--- src/rtl/dssc_pkg.sv ---
`default_nettype none
// ----------------------------------------------------------------------------
// dssc_pkg
// Shared constants of the diagnostic session and service gate: event codes,
// response codes, register indexes, reset limits and stream word layout.
// ----------------------------------------------------------------------------
package dssc_pkg;

  // Event codes carried in tuser
  localparam logic [2:0] CMD_TICK        = 3'd0;
  localparam logic [2:0] CMD_REQUEST     = 3'd1;
  localparam logic [2:0] CMD_SET_SESSION = 3'd2;
  localparam logic [2:0] CMD_HEARTBEAT   = 3'd3;
  localparam logic [2:0] CMD_RESPONSE    = 3'd4;

  // Configuration register indexes
  localparam logic [1:0] CFG_P2_DEFAULT      = 2'd0;
  localparam logic [1:0] CFG_P2_STAR_DEFAULT = 2'd1;
  localparam logic [1:0] CFG_S3_LIMIT        = 2'd2;

  // Reset values of the configuration registers
  localparam logic [15:0] P2_DEFAULT_RST      = 16'd100;
  localparam logic [15:0] P2_STAR_DEFAULT_RST = 16'd300;
  localparam logic [15:0] S3_LIMIT_RST        = 16'd5000;

  // Service ids and negative response codes
  localparam logic [7:0] SID_TESTER_PRESENT = 8'h3E;
  localparam logic [7:0] RESPONSE_BIT       = 8'h40;
  localparam logic [7:0] NRC_NONE           = 8'h00;
  localparam logic [7:0] NRC_NOT_SUPPORTED  = 8'h11;
  localparam logic [7:0] NRC_NOT_IN_SESSION = 8'h7F;
  localparam logic [7:0] NRC_BUSY           = 8'h21;
  localparam logic [7:0] NRC_PENDING        = 8'h78;

  localparam logic [2:0]  SESSION_DEFAULT = 3'd0;
  localparam logic [15:0] AGE_MAX         = 16'hFFFF;

  localparam int unsigned IN_DATA_W  = 56;
  localparam int unsigned OUT_DATA_W = 24;
  localparam int unsigned CFG_IDX_W  = 2;
  localparam int unsigned CFG_DATA_W = 16;

  typedef struct packed {
    logic [2:0] active_session;
    logic       run_service;
    logic [7:0] nrc_sid;
    logic [7:0] nrc_code;
    logic       send_nrc;
  } result_t;

  function automatic logic [15:0] age_up(input logic [15:0] a);
    age_up = (a == AGE_MAX) ? AGE_MAX : a + 16'd1;
  endfunction

endpackage
`default_nettype wire

--- src/rtl/diag_session_service_control.sv ---
`default_nettype none
// ----------------------------------------------------------------------------
// diag_session_service_control
// Diagnostic session and service gate: session timeout, busy / not supported /
// not in session checks, and response pending reminders, one event per word.
// ----------------------------------------------------------------------------
// Result: state and result register are written at the edge that accepts the
//   input word (the result goes to the skid word while the output stalls).
// Throughput: 1 word per cycle; a two-entry result buffer (output register
//   plus skid) keeps the input open for one word while the output stalls.
// Reset: rst_ni asynchronous, active low; default session, default limits,
//   no pending service, output empty.
module diag_session_service_control (
  input  wire logic                                clk_i,
  input  wire logic                                rst_ni,
  input  wire logic                                s_axis_tvalid_i,
  output      logic                                s_axis_tready_o,
  // [7:0] first_byte, [8] service_known, [16:9] session_mask,
  // [17] service_outcome, [20:18] new_session, [36:21] new_p2,
  // [52:37] new_p2_star, [55:53] zero
  input  wire logic [dssc_pkg::IN_DATA_W-1:0]      s_axis_tdata_i,
  // [2:0] command
  input  wire logic [2:0]                          s_axis_tuser_i,
  output      logic                                m_axis_tvalid_o,
  input  wire logic                                m_axis_tready_i,
  // [0] send_nrc, [8:1] nrc_code, [16:9] nrc_sid, [17] run_service,
  // [20:18] active_session, [23:21] zero
  output      logic [dssc_pkg::OUT_DATA_W-1:0]     m_axis_tdata_o,
  input  wire logic                                cfg_valid_i,
  output      logic                                cfg_ready_o,
  input  wire logic [dssc_pkg::CFG_IDX_W-1:0]      cfg_index_i,
  input  wire logic [dssc_pkg::CFG_DATA_W-1:0]     cfg_data_i
);

  // Input word fields
  logic [7:0]  first_byte;
  logic        service_known;
  logic [7:0]  session_mask;
  logic        service_outcome;
  logic [2:0]  new_session;
  logic [15:0] new_p2;
  logic [15:0] new_p2_star;

  assign first_byte      = s_axis_tdata_i[7:0];
  assign service_known   = s_axis_tdata_i[8];
  assign session_mask    = s_axis_tdata_i[16:9];
  assign service_outcome = s_axis_tdata_i[17];
  assign new_session     = s_axis_tdata_i[20:18];
  assign new_p2          = s_axis_tdata_i[36:21];
  assign new_p2_star     = s_axis_tdata_i[52:37];

  // Configuration and state
  logic [15:0] p2_default_q, p2_star_default_q, s3_limit_q;
  logic [2:0]  session_q, session_d;
  logic [15:0] p2_limit_q, p2_limit_d;
  logic [15:0] p2_star_limit_q, p2_star_limit_d;
  logic [15:0] session_age_q, session_age_d;
  logic        pending_active_q, pending_active_d;
  logic [7:0]  pending_sid_q, pending_sid_d;
  logic [15:0] pending_age_q, pending_age_d;
  logic        p2_passed_q, p2_passed_d;

  // Result buffer
  dssc_pkg::result_t res_d, out_q, skid_q;
  logic              out_valid_q, skid_valid_q;

  logic        in_accept, out_take, cfg_write;
  logic [15:0] sa_inc, pa_inc, pend_limit;
  logic        fallback, allowed;

  assign cfg_ready_o     = 1'b1;
  assign cfg_write       = cfg_valid_i & cfg_ready_o;
  assign s_axis_tready_o = ~skid_valid_q;
  assign in_accept       = s_axis_tvalid_i & s_axis_tready_o;
  assign m_axis_tvalid_o = out_valid_q;
  assign out_take        = out_valid_q & m_axis_tready_i;
  assign m_axis_tdata_o  = {3'b000, out_q};

  assign sa_inc   = dssc_pkg::age_up(session_age_q);
  assign pa_inc   = dssc_pkg::age_up(pending_age_q);
  assign fallback = (session_q != dssc_pkg::SESSION_DEFAULT) && (sa_inc >= s3_limit_q);
  // limits after a possible fallback in the same tick
  assign pend_limit = p2_passed_q ? (fallback ? p2_star_default_q : p2_star_limit_q)
                                  : (fallback ? p2_default_q : p2_limit_q);
  assign allowed  = session_mask[session_q];

  always_comb begin
    session_d        = session_q;
    p2_limit_d       = p2_limit_q;
    p2_star_limit_d  = p2_star_limit_q;
    session_age_d    = session_age_q;
    pending_active_d = pending_active_q;
    pending_sid_d    = pending_sid_q;
    pending_age_d    = pending_age_q;
    p2_passed_d      = p2_passed_q;
    res_d            = '0;

    case (s_axis_tuser_i)
      dssc_pkg::CMD_TICK: begin
        session_age_d = sa_inc;
        pending_age_d = pa_inc;
        if (fallback) begin
          session_d       = dssc_pkg::SESSION_DEFAULT;
          p2_limit_d      = p2_default_q;
          p2_star_limit_d = p2_star_default_q;
        end
        if (pending_active_q) begin
          if (pa_inc >= pend_limit) begin
            p2_passed_d    = 1'b1;
            res_d.send_nrc = 1'b1;
            res_d.nrc_code = dssc_pkg::NRC_PENDING;
            res_d.nrc_sid  = pending_sid_q;
            pending_age_d  = '0;
          end
        end else begin
          p2_passed_d = 1'b0;
        end
      end
      dssc_pkg::CMD_REQUEST: begin
        if (!pending_active_q || first_byte == dssc_pkg::SID_TESTER_PRESENT) begin
          if (!service_known) begin
            res_d.send_nrc = 1'b1;
            res_d.nrc_code = dssc_pkg::NRC_NOT_SUPPORTED;
            res_d.nrc_sid  = first_byte;
          end else if (allowed) begin
            res_d.run_service = 1'b1;
            if (service_outcome) begin
              pending_active_d = 1'b1;
              pending_sid_d    = first_byte;
              pending_age_d    = '0;
            end
          end else begin
            res_d.send_nrc = 1'b1;
            res_d.nrc_code = dssc_pkg::NRC_NOT_IN_SESSION;
            res_d.nrc_sid  = first_byte;
          end
        end else begin
          res_d.send_nrc = 1'b1;
          res_d.nrc_code = dssc_pkg::NRC_BUSY;
          res_d.nrc_sid  = first_byte;
        end
      end
      dssc_pkg::CMD_SET_SESSION: begin
        session_d = new_session;
        if (new_session != dssc_pkg::SESSION_DEFAULT) begin
          session_age_d   = '0;
          p2_limit_d      = new_p2;
          p2_star_limit_d = new_p2_star;
        end else begin
          p2_limit_d      = p2_default_q;
          p2_star_limit_d = p2_star_default_q;
        end
      end
      dssc_pkg::CMD_HEARTBEAT: begin
        session_age_d = '0;
      end
      dssc_pkg::CMD_RESPONSE: begin
        if (pending_active_q && ((first_byte & ~dssc_pkg::RESPONSE_BIT) == pending_sid_q))
          pending_active_d = 1'b0;
      end
      default: begin
      end
    endcase
    res_d.active_session = session_d;
  end

  always_ff @(posedge clk_i or negedge rst_ni) begin
    if (!rst_ni) begin
      p2_default_q      <= dssc_pkg::P2_DEFAULT_RST;
      p2_star_default_q <= dssc_pkg::P2_STAR_DEFAULT_RST;
      s3_limit_q        <= dssc_pkg::S3_LIMIT_RST;
      session_q         <= dssc_pkg::SESSION_DEFAULT;
      p2_limit_q        <= dssc_pkg::P2_DEFAULT_RST;
      p2_star_limit_q   <= dssc_pkg::P2_STAR_DEFAULT_RST;
      session_age_q     <= '0;
      pending_active_q  <= 1'b0;
      pending_sid_q     <= '0;
      pending_age_q     <= '0;
      p2_passed_q       <= 1'b0;
      out_valid_q       <= 1'b0;
      skid_valid_q      <= 1'b0;
    end else begin
      if (cfg_write) begin
        case (cfg_index_i)
          dssc_pkg::CFG_P2_DEFAULT:      p2_default_q      <= cfg_data_i;
          dssc_pkg::CFG_P2_STAR_DEFAULT: p2_star_default_q <= cfg_data_i;
          dssc_pkg::CFG_S3_LIMIT:        s3_limit_q        <= cfg_data_i;
          default: begin
          end
        endcase
      end
      if (in_accept) begin
        session_q        <= session_d;
        p2_limit_q       <= p2_limit_d;
        p2_star_limit_q  <= p2_star_limit_d;
        session_age_q    <= session_age_d;
        pending_active_q <= pending_active_d;
        pending_sid_q    <= pending_sid_d;
        pending_age_q    <= pending_age_d;
        p2_passed_q      <= p2_passed_d;
      end
      // output register plus skid word
      if (skid_valid_q) begin
        if (out_take) begin
          skid_valid_q <= 1'b0;
        end
      end else if (in_accept) begin
        if (!out_valid_q || out_take) begin
          out_valid_q <= 1'b1;
        end else begin
          skid_valid_q <= 1'b1;
        end
      end else if (out_take) begin
        out_valid_q <= 1'b0;
      end
    end
  end

  always_ff @(posedge clk_i) begin
    if (skid_valid_q) begin
      if (out_take) out_q <= skid_q;
    end else if (in_accept) begin
      if (!out_valid_q || out_take) out_q <= res_d;
      else skid_q <= res_d;
    end
  end

`ifndef ASSERT_OFF
  a_skid_behind_out: assert property (@(posedge clk_i) disable iff (!rst_ni)
    skid_valid_q |-> out_valid_q)
    else $error("skid word held without an output word");

  a_pending_clear: assert property (@(posedge clk_i) disable iff (!rst_ni)
    $fell(pending_active_q) |->
      $past(in_accept && s_axis_tuser_i == dssc_pkg::CMD_RESPONSE))
    else $error("pending record cleared without a response word");

  a_session_enter: assert property (@(posedge clk_i) disable iff (!rst_ni)
    (!$stable(session_q) && session_q != dssc_pkg::SESSION_DEFAULT) |->
      $past(in_accept && s_axis_tuser_i == dssc_pkg::CMD_SET_SESSION))
    else $error("non-default session entered without a session change");

  a_p2_passed_set: assert property (@(posedge clk_i) disable iff (!rst_ni)
    $rose(p2_passed_q) |->
      $past(in_accept && s_axis_tuser_i == dssc_pkg::CMD_TICK && pending_active_q))
    else $error("P2 passed flag set outside a tick with a pending service");
`endif

endmodule
`default_nettype wire

--- config.mk ---
export PLATFORM = sky130hd
export DESIGN_NAME = diag_session_service_control
export DESIGN_NICKNAME = d
export VERILOG_FILES = /design/src/rtl/dssc_pkg.sv /design/src/rtl/diag_session_service_control.sv
export SDC_FILE = /design/constraint.sdc
export NUM_CORES = 1
export LEC_CHECK = 0
export BUFFER_PORTS_ARGS = -buffer_cell sky130_fd_sc_hd__buf_2
export CAP_MARGIN = 20
export CORE_MARGIN = 1.5
export CORE_UTILIZATION = 53
export DETAILED_ROUTE_END_ITERATION = 8
export HOLD_SLACK_MARGIN = 0.08
export PLACE_DENSITY = 0.84
export SLEW_MARGIN = 0
export SYNTH_ARGS = -nofsm -noshare
export SYNTH_HDL_FRONTEND = slang
export SYNTH_SLANG_ARGS = --single-unit
--- constraint.sdc ---
create_clock -name clk_i -period 5.9 [get_ports clk_i]
set_input_delay 1.18 -clock clk_i [delete_from_list [all_inputs] [get_ports clk_i]]
set_output_delay 1.18 -clock clk_i [all_outputs]
set_load 0.01 [all_outputs]
==> results of run 1 <==
path summary, 6_finish.rpt:
kind / startpoint / depth (start not counted) / end
max: session_age_q[1] / 21 / m_axis_tdata_o[0]
min: s3_limit_q[4] / 1 / s3_limit_q[4]
max reg2reg: session_age_q[1] / 21 / m_axis_tdata_o[0]
min reg2reg: s3_limit_q[4] / 1 / s3_limit_q[4]
max in group asynchronous: rst_ni / 2 / session_age_q[6]
min in group asynchronous: rst_ni / 1 / p2_default_q[0]
flip-flops by register name, indices dropped and copies added, names as in the netlist:
signal and cells:
pending_sid_q 8, s3_limit_q 16, p2_star_limit_q 16, m_axis_tvalid_o 1, pending_active_q 1, m_axis_tdata_o 18
skid_q 18, p2_limit_q 16, skid_valid_q 1, p2_star_default_q 16, session_q 3, pending_age_q 16
p2_default_q 16, p2_passed_q 1, session_age_q 16
cells in the final DEF, fill, tap and decap left out, types with 30 or more instances in the layout:
cell      synthesis  final
buf_2             6     99
dfrtp_1         108    104
edfxtp_1         36     36
ha_1             34     33
inv_1            51     51
mux2_2           74     74
nand2_1         119    119
nand3_1          51     51
nor2_1           32     30
o21ai_0          30     30
o221a_1          32     32
metal layers:
layer  track usage [%]  vias to the layer above  routed length [microns]  share of wire [%]
li1                  -                     3366                        -                  -
met5                 0                        -                        0                  0
met2              42.1                      338                    11100                 49
met4              9.74                        0                      627                2.8
met1              33.4                     3538                     9560                 42
met3              4.90                       49                     1490                6.6
through the flow:
step	hold WS (ns)	setup TNS [ns]	total power [W]
after floorplan	0.479	0	0.00248
after global placement	0.488	0	0.00276
after detailed placement	0.493	-0.00717	0.00284
after CTS	0.509	0	0.00392
after global routing	0.529	-0.115	0.00415
final	0.507	0	0.00395
power breakdown:
group          internal, W  switching [W]  leakage, nW
Combinational     0.000585       0.000584         2.65
Clock             0.000557       0.000512        0.260
Sequential         0.00149       0.000226         1.90
Total              0.00263        0.00132         4.81
what timing repair did:
item,4_1_cts,5_1_grt
gates cloned,0,0
endpoints found under the setup margin,10,22
pin swaps,0,5
setup buffers,0,1
resized for setup,1,19
cells by family after synthesis:
group	count (synthesis)	synth area share (%)
AND/OR/NAND/NOR	280	14.4
AO/OA/AOI/OAI	169	14.4
flip-flops	163	46.1
buffers and inverters	103	4.74
multiplexers	93	13.5
adder cells (fa/ha/maj)	34	4.58
XOR/XNOR	24	2.26
other	2	0.0808
worst max-delay path, stage by stage (launching register included):
cell,delay [ns]
dfrtp_1,0.43
ha_2,0.28
nand3_1,0.13
nor2b_1,0.18
nand3_1,0.14
buf_4,0.21
o21ai_0,0.13
ha_1,0.29
and3_1,0.19
o211ai_1,0.31
a31oi_4,0.19
o31ai_4,0.36
buf_6,0.20
mux4_2,0.51
inv_1,0.08
ha_1,0.23
a21o_1,0.18
a221oi_2,0.32
o2bb2ai_2,0.14
o211a_4,0.34
or2_2,0.32
mux2_2,0.26
cell type report:
| type | instances | area (sq um) |
|---|---|---|
| Fill cell | 1313 | 6580 |
| Multi-Input combinational cell | 605 | 4660 |
| Sequential cell | 163 | 4290 |
| Timing Repair Buffer | 117 | 667 |
| Clock buffer | 17 | 425 |
| Tap cell | 225 | 282 |
| Inverter | 52 | 195 |
| Clock inverter | 15 | 141 |
==> results.yml, run 1 <==
layout:
  area_delta_synth_final_pct: 14.7
  utilization_pct: 61.8
  drive_gt1_share_pct: 29.3
  design_area_sq_um: 10700
  nets: 1072
  diodes: 0
  final_cells: 1194
sta:
  slew-limit-headroom_pct: 25.0
  worst_slack_ns: 0.201
  period_minus_slack_ns: 5.70
  setup-violations-final: 0
  period_share_pct: 96.6
  finalHoldViolCount: 0
  clock.fmax_mhz: 175
  fin_worst_skew_ns: 0.0149
  slew_viol_final: 0
  tightestPinTransition_ns: 1.12
synthesis:
  async_flop_share_pct: 77.9
  seq_area_frac_synth_pct: 46.1
  yosys-top-cells-count: "119 x nand2_1, 108 x dfrtp_1, 74 x mux2_2"
  synth_ff_type: "dfrtp_1"
  ys_ff_latch: 163
  synth_most_common_cell: "nand2_1"
  netlist.top_cell.by_area: "dfrtp_1"
  avgSynthCellArea_sq_um: 10.7
  yosys_warnings: 0
  synth_top_area_share_pct: 29.1
  syn_area_sq_um: 9290
  synth-edff-count: 36
  synth_area_leaders: "dfrtp_1 29%, edfxtp_1 12%, mux2_2 9.0%, dfstp_2 5.4%, nand2_1 4.8%"
  synth_cell_type_count: 64
  synth_cells: 868
worst_setup_path:
  crit_required_ns: 6.09
  rrSetupSlack_ns: 0.20
  cp_max_fo: 13
  worstSetupPathType: "flip-flop to flip-flop"
  critPathCaptureType: "flip-flop"
  startpoint_type: "flip-flop"
  worst-endpoint-arrival_ns: 5.89
cts:
  insertion_delay_ns: 0.45
  clock_sinks: 163
  clockBufferDepth: 2
  clockRootBuffer: "clkbuf_16"
  clkSlewWorstSetupHoldPaths_ns: 0.07
  hold_buffers: 0
  cts-htree-levels: 4
  cts_tree: "yes"
  cts_buffers: 17
place:
  dpl_cell_area_sq_um: 9970
  dp_cells: 1160
  io_buffers: 100
  dp_hpwl_microns: 15500
  gp_congestion: 0.824
  place_ws_ns: -0.00717
routing:
  via_per_inst: 6.11
  drcViolationCount: 0
  firstDrtPassIters: 6
  drt_wl_total_microns: 22700
  drtAntennaViolNets: 0
  num_vias: 7291
  routedWlPerCell_microns: 19.1
  drtIter0Drc: 572
outcome:
  run_status: "completed"
job:
  maxCapViolations: 0
die:
  die_h_microns: 135
  die_x_microns: 135
  ios: 109
  core_area_sq_um: 17200
  die-area_sq_um: 18300
  initial_core_util_pct: 53.9
  rows: 48
global_routing:
  grt_max_degree: 74
  grt_pass1_vias: 7027
  antenna_found_initial: 0
  grt-ovfl-total: 0
  grtUsageTotal_pct: 25.5
  grt_pass1_wl_microns: 36000
pwr:
  irDropWorstVdd_uv: 271
  leakagePower_nw: 4.81
  p_per_area_nw_per_um2: 371
worst_hold_path:
  hp-class: "flip-flop to flip-flop"
Power figures use the tool's default switching activity.
==> inputs of run 2 (changes only) <==
==> constraint.sdc (replaced) <==
create_clock -name clk_i -period 4.6 [get_ports clk_i]
set_input_delay 0.92 -clock clk_i [delete_from_list [all_inputs] [get_ports clk_i]]
set_output_delay 0.92 -clock clk_i [all_outputs]
set_load 0.01 [all_outputs]
==> run 2 against run 1 <==
Effect of this change:
- register-to-register slack worse by 0.92 ns
- die area did not move
- critical path depth rose by 1
- setup slack got worse by 0.92 ns
- the flow now finishes with violations (negative setup slack)
- clock skew down 0.0023 ns
- design area up 9.7%
- worst hold slack better by 0.0051 ns
- largest power group unchanged
==> results.yml, run 2 (synthesis results as in run 1) <==
layout:
  drive_gt1_share_pct: 38.4
  layout_commonest_cell: "nand2_1"
  multi_input_area_sq_um: 5080
  diodes: 0
  final.fill_count: 1142
  regArea_sq_um: 4280
  nets: 1141
  final_cell_mix: "113 x nand2_1, 108 x dfrtp_1, 99 x buf_2, 70 x buf_4, 67 x mux2_2"
  area_delta_synth_final_pct: 25.8
  final_cells: 1263
worst_setup_path:
  critPathCaptureType: "flip-flop"
  crit_start: "session_age_q[9]"
  worstPathCellList: "and4_4, and3_4, nor2b_4, nand3_4, buf_6, buf_12, nand2_4, ha_4, o21a_1, o211ai_1, o41ai_4, o31ai_4, buf_12, mux4_2, inv_2, ha_1, and3_4, a221oi_4, o2bb2ai_4, o211a_4, a41o_1, mux2_4"
  worstSetupPathType: "flip-flop to flip-flop"
  ff2ff_path_depth: 22
  crit_required_ns: 4.79
  crit_path_top_delay_cell: "mux4_2"
  r2r-start: "session_age_q[9]"
  worst-endpoint-arrival_ns: 5.51
  cp_max_fo: 7
  max_stage_delay_ns: 0.52
  startpoint_type: "flip-flop"
  rrSetupSlack_ns: -0.72
  endpoint: "m_axis_tdata_o[5]"
  rr_endpoint: "m_axis_tdata_o[5]"
routing:
  drtAntennaViolNets: 0
  met3_length_microns: 2060
  wl_met1_microns: 10700
  num_vias: 8046
  drt_wl_total_microns: 26800
  via_per_inst: 6.37
  highest_layer: "met4"
  drcViolationCount: 0
  wl_met2_microns: 13200
  routedWlPerCell_microns: 21.3
  drtIter0Drc: 901
  firstDrtPassIters: 8
pwr:
  power.switching_w: 0.00192
  p_per_area_nw_per_um2: 471
  clockPowerShare_pct: 25.7
  irDropWorstVdd_uv: 362
  switching_share_pct: 34.9
  leakagePower_nw: 5.25
  power.share.sequential_pct: 40.0
  p_int_w: 0.00358
  combPwrFrac_pct: 34.2
cts:
  clockBufferDepth: 2
  cts-htree-levels: 4
  clock_sinks: 163
  insertion_delay_ns: 0.45
  clkSlewWorstSetupHoldPaths_ns: 0.07
  hold_buffers: 0
  cts_buffers: 17
  cts_tree: "yes"
  clockRootBuffer: "clkbuf_16"
outcome:
  violations: "negative setup slack"
  run_status: "complete, but fails checks"
sta:
  fin_worst_skew_ns: 0.0126
  slew_viol_final: 0
  slew-limit-headroom_pct: 21.3
  worst_slack_ns: -0.720
  setup-violations-final: 41
  period_share_pct: 116
  clock.fmax_mhz: 188
  period_minus_slack_ns: 5.32
  rsz0062_at_grt: "yes"
  tightestPinTransition_ns: 1.18
  finalHoldViolCount: 0
  hold_ws_ns: 0.512
global_routing:
  grtUsageTotal_pct: 29.2
  grt_pass1_vias: 7747
  grt-ovfl-total: 0
  antenna_found_initial: 0
  grt_max_degree: 57
  grt_pass1_wl_microns: 41400
die:
  die-area_sq_um: 18300
  initial_core_util_pct: 53.9
  core_area_sq_um: 17200
  rows: 48
  die_h_microns: 135
  ios: 109
  die_x_microns: 135
place:
  io_buffers: 100
  dp_cells: 1210
  gp_congestion: 0.869
  dp_hpwl_microns: 16700
worst_hold_path:
  hp-class: "flip-flop to flip-flop"
  worstHoldStart: "s3_limit_q[2]"
job:
  maxCapViolations: 0
## run 2: per-layer routing
metal	global-route usage, %	vias up
li1	-	3513
met1	38.2	3968
met2	47.9	466
met3	6.21	99
met4	11.2	0
met5	0	-
## run 2: repair_timing
item	CTS	global route
setup endpoints to repair	41	41
gates resized for setup	45	39
buffers inserted	8	9
pin swaps	23	24
gates cloned	3	1
## run 2: how the worst min path moves through the flow
| stage | depth (start not counted) | end | slack, ns |
|---|---|---|---|
| global route | 1 | s3_limit_q[6] | 0.53 |
| global placement | 1 | s3_limit_q[4] | 0.49 |
| CTS | 1 | s3_limit_q[2] | 0.51 |
| detailed placement | 1 | s3_limit_q[15] | 0.50 |
| finish | 1 | s3_limit_q[2] | 0.51 |
| floorplan | 1 | s3_limit_q[10] | 0.48 |
## run 2: layout make-up
cell class	count	area share (%)
Multi-Input combinational cell	606	43.5
Sequential cell	163	36.6
Timing Repair Buffer	185	10.7
Clock buffer	17	3.64
Tap cell	225	2.41
Inverter	52	1.67
Clock inverter	15	1.42
## run 2: critical path, delay by kind of cell, from the launching register on
kind | cells | cell delay (ns)
flops | 1 | 0.34
buf+inv | 4 | 0.55
fa+ha+maj | 2 | 0.44
mux | 2 | 0.80
simple gates | 6 | 1.00
compound gates | 8 | 1.93
## run 2: power by group through the flow
stage / clock, W / combinational (W) / sequential, W
floorplan: 0 / 0.00108 / 0.00215
global placement: 0 / 0.00148 / 0.00218
detailed placement: 0 / 0.00155 / 0.00221
CTS: 0.00143 / 0.00169 / 0.00219
global route: 0.00149 / 0.00201 / 0.00225
finish: 0.00142 / 0.00189 / 0.00221
## run 2: metrics by stage
stage | setup TNS [ns] | setup slack (ns) | util (%) | area, sq um | power [W]
global placement | -15.18 | -0.656 | 60.8 | 10500 | 0.00366
detailed placement | -19.19 | -0.739 | 60.8 | 10500 | 0.00377
CTS | -16.48 | -0.581 | 66.2 | 11400 | 0.00531
global route | -27.28 | -0.819 | 67.8 | 11700 | 0.00575
floorplan | -18.47 | -0.643 | - | 9470 | 0.00323
finish | -22.24 | -0.720 | 67.8 | 11700 | 0.00551
==> inputs of run 3 (changes only) <==
--- a/config.mk
+++ b/config.mk
@@ -8,10 +8,10 @@
 export BUFFER_PORTS_ARGS = -buffer_cell sky130_fd_sc_hd__buf_2
 export CAP_MARGIN = 20
 export CORE_MARGIN = 1.5
-export CORE_UTILIZATION = 53
+export CORE_UTILIZATION = 59
 export DETAILED_ROUTE_END_ITERATION = 8
 export HOLD_SLACK_MARGIN = 0.08
-export PLACE_DENSITY = 0.84
+export PLACE_DENSITY = 0.89
 export SLEW_MARGIN = 0
 export SYNTH_ARGS = -nofsm -noshare
 export SYNTH_HDL_FRONTEND = slang
==> constraint.sdc (replaced) <==
create_clock -name clk_i -period 5.9 [get_ports clk_i]
set_input_delay 1.18 -clock clk_i [delete_from_list [all_inputs] [get_ports clk_i]]
set_output_delay 1.18 -clock clk_i [all_outputs]
set_load 0.01 [all_outputs]
==> run 3 against run 2 <==
Effect of this change:
- the flow now finishes without violations
- clock-buffer cell count unchanged
- worst hold slack got worse by 0.0032 ns
- cell count decreased by 5.4%
- highest routed layer unchanged
==> results.yml, run 3 (synthesis results as in run 1) <==
outcome:
  run_status: "completed"
routing:
  drtIter0Drc: 836
  firstDrtPassIters: 5
  num_vias: 7633
  via_per_inst: 6.39
  drt_wl_total_microns: 23600
  drtAntennaViolNets: 0
  routedWlPerCell_microns: 19.8
  drcViolationCount: 0
place:
  gp_congestion: 0.875
  place_ws_ns: -0.0288
  io_buffers: 100
  dp_hpwl_microns: 15900
worst_setup_path:
  cp_max_fo: 9
  critPathCaptureType: "flip-flop"
  crit_buf_inv: 4
  critical_path_depth: 22
  worst-endpoint-arrival_ns: 5.86
  crit_path_top_delay_cell: "mux4_2"
  r2r-start: "session_age_q[8]"
  crit_start: "session_age_q[8]"
  startpoint_type: "flip-flop"
  endpoint: "m_axis_tdata_o[0]"
  ff2ff_path_depth: 22
  critPathTopFamily: "compound AO/OA/AOI/OAI gates"
  rrSetupSlack_ns: 0.24
  rr_endpoint: "m_axis_tdata_o[0]"
  worstSetupPathType: "flip-flop to flip-flop"
  max_stage_delay_ns: 0.52
  worstPathCellList: "and4_2, and3_1, nor2b_1, nand3_1, buf_4, o21ai_0, ha_1, and3_1, o211ai_1, a31oi_4, o31ai_4, buf_4, buf_4, mux4_2, inv_1, ha_1, and3_1, a21oi_1, o2111ai_2, o211a_4, or2_2, mux2_2"
  crit_required_ns: 6.10
layout:
  diodes: 0
  layout_commonest_cell: "nand2_1"
  nets: 1087
  drive_gt1_share_pct: 29.9
  area_delta_synth_final_pct: 15.7
  final.fill_count: 1041
  final_cell_mix: "118 x nand2_1, 108 x dfrtp_1, 99 x buf_2, 74 x mux2_2"
cts:
  clkSlewWorstSetupHoldPaths_ns: 0.07
  cts-htree-levels: 4
  clock_sinks: 163
  clockRootBuffer: "clkbuf_16"
  hold_buffers: 0
  cts_tree: "yes"
  cts_buffers: 17
  clockBufferDepth: 2
  insertion_delay_ns: 0.45
die:
  die-area_sq_um: 16500
  initial_core_util_pct: 60.7
  core_area_sq_um: 15300
  rows: 45
  die_h_microns: 128
  ios: 109
  die_x_microns: 128
global_routing:
  grt_pass1_vias: 7274
  grt_pass1_wl_microns: 37600
  grt-ovfl-total: 0
  grt_max_degree: 65
  antenna_found_initial: 0
  grtUsageTotal_pct: 29.4
sta:
  finalSetupTns_ns: 0
  worst_slack_ns: 0.242
  hold_ws_ns: 0.509
  tightestPinTransition_ns: 1.12
  period_share_pct: 95.9
  clock.fmax_mhz: 177
  setup-violations-final: 0
  slew-limit-headroom_pct: 25.2
  finalHoldViolCount: 0
  fin_worst_skew_ns: 0.00983
  slew_viol_final: 0
  period_minus_slack_ns: 5.66
worst_hold_path:
  hp-class: "flip-flop to flip-flop"
job:
  maxCapViolations: 0
pwr:
  p_per_area_nw_per_um2: 374
  leakagePower_nw: 4.90
  p_total_w: 0.00402
  irDropWorstVdd_uv: 328
[run 3: timing repair]
action	4_1_cts	5_1_grt
endpoints found under the setup margin	11	33
pin swaps	1	5
endpoints found under the hold margin	0	0
resized for setup	0	10
cloned	0	1
buffers inserted	4	3
[run 3: cell type report]
class | instances | area, sq um | share of cell area (%)
clock buffer | 17 | 425 | 3.96
timing repair buffer | 131 | 756 | 7.03
inverter | 52 | 195 | 1.82
tap | 211 | 264 | 2.46
multi-input combinational | 606 | 4660 | 43.4
clock inverter | 15 | 164 | 1.53
sequential | 163 | 4280 | 39.9
[run 3: report_power, final]
part	switching [W]	internal, W	leakage [nW]
logic	0.000593	0.000589	2.71
clock network	0.000540	0.000572	0.286
registers	0.000231	0.00149	1.91
total	0.00136	0.00265	4.90
[run 3: worst min path at each step]
stage	start	to	cells past startpoint
after floorplan	s3_limit_q[10]	s3_limit_q[10]	1
after global placement	s3_limit_q[4]	s3_limit_q[4]	1
after detailed placement	s3_limit_q[4]	s3_limit_q[4]	1
after CTS	s3_limit_q[4]	s3_limit_q[4]	1
after global routing	s3_limit_q[5]	s3_limit_q[5]	1
final	s3_limit_q[4]	s3_limit_q[4]	1
[run 3: worst reg2reg max path, cell delays in order (launching register included)]
cell and delay [ns]:
dfrtp_1 0.34, and4_2 0.27, and3_1 0.20, nor2b_1 0.18
nand3_1 0.15, buf_4 0.20, o21ai_0 0.13, ha_1 0.30
and3_1 0.18, o211ai_1 0.29, a31oi_4 0.18, o31ai_4 0.26
buf_4 0.19, buf_4 0.20, mux4_2 0.52, inv_1 0.11
ha_1 0.24, and3_1 0.17, a21oi_1 0.19, o2111ai_2 0.19
o211a_4 0.32, or2_2 0.32, mux2_2 0.27
[run 3: metrics by stage]
stage	std cells	util, %	area (sq um)
final	1195	70.2	10700
after global routing	1195	70.2	10700
after CTS	1190	69.5	10600
after detailed placement	1154	65.4	10000
after global placement	1154	65.4	10000
after floorplan	871	-	9300
[run 3: routing by layer]
layer	vias to the layer above	wire length, microns	GRT usage, %	share of wire, %
li1	3398	-	-	-
met1	3721	9220	37.8	39
met2	434	11500	47.8	49
met3	80	1910	6.40	8.1
met4	0	1010	13.9	4.3
met5	-	0	0	0
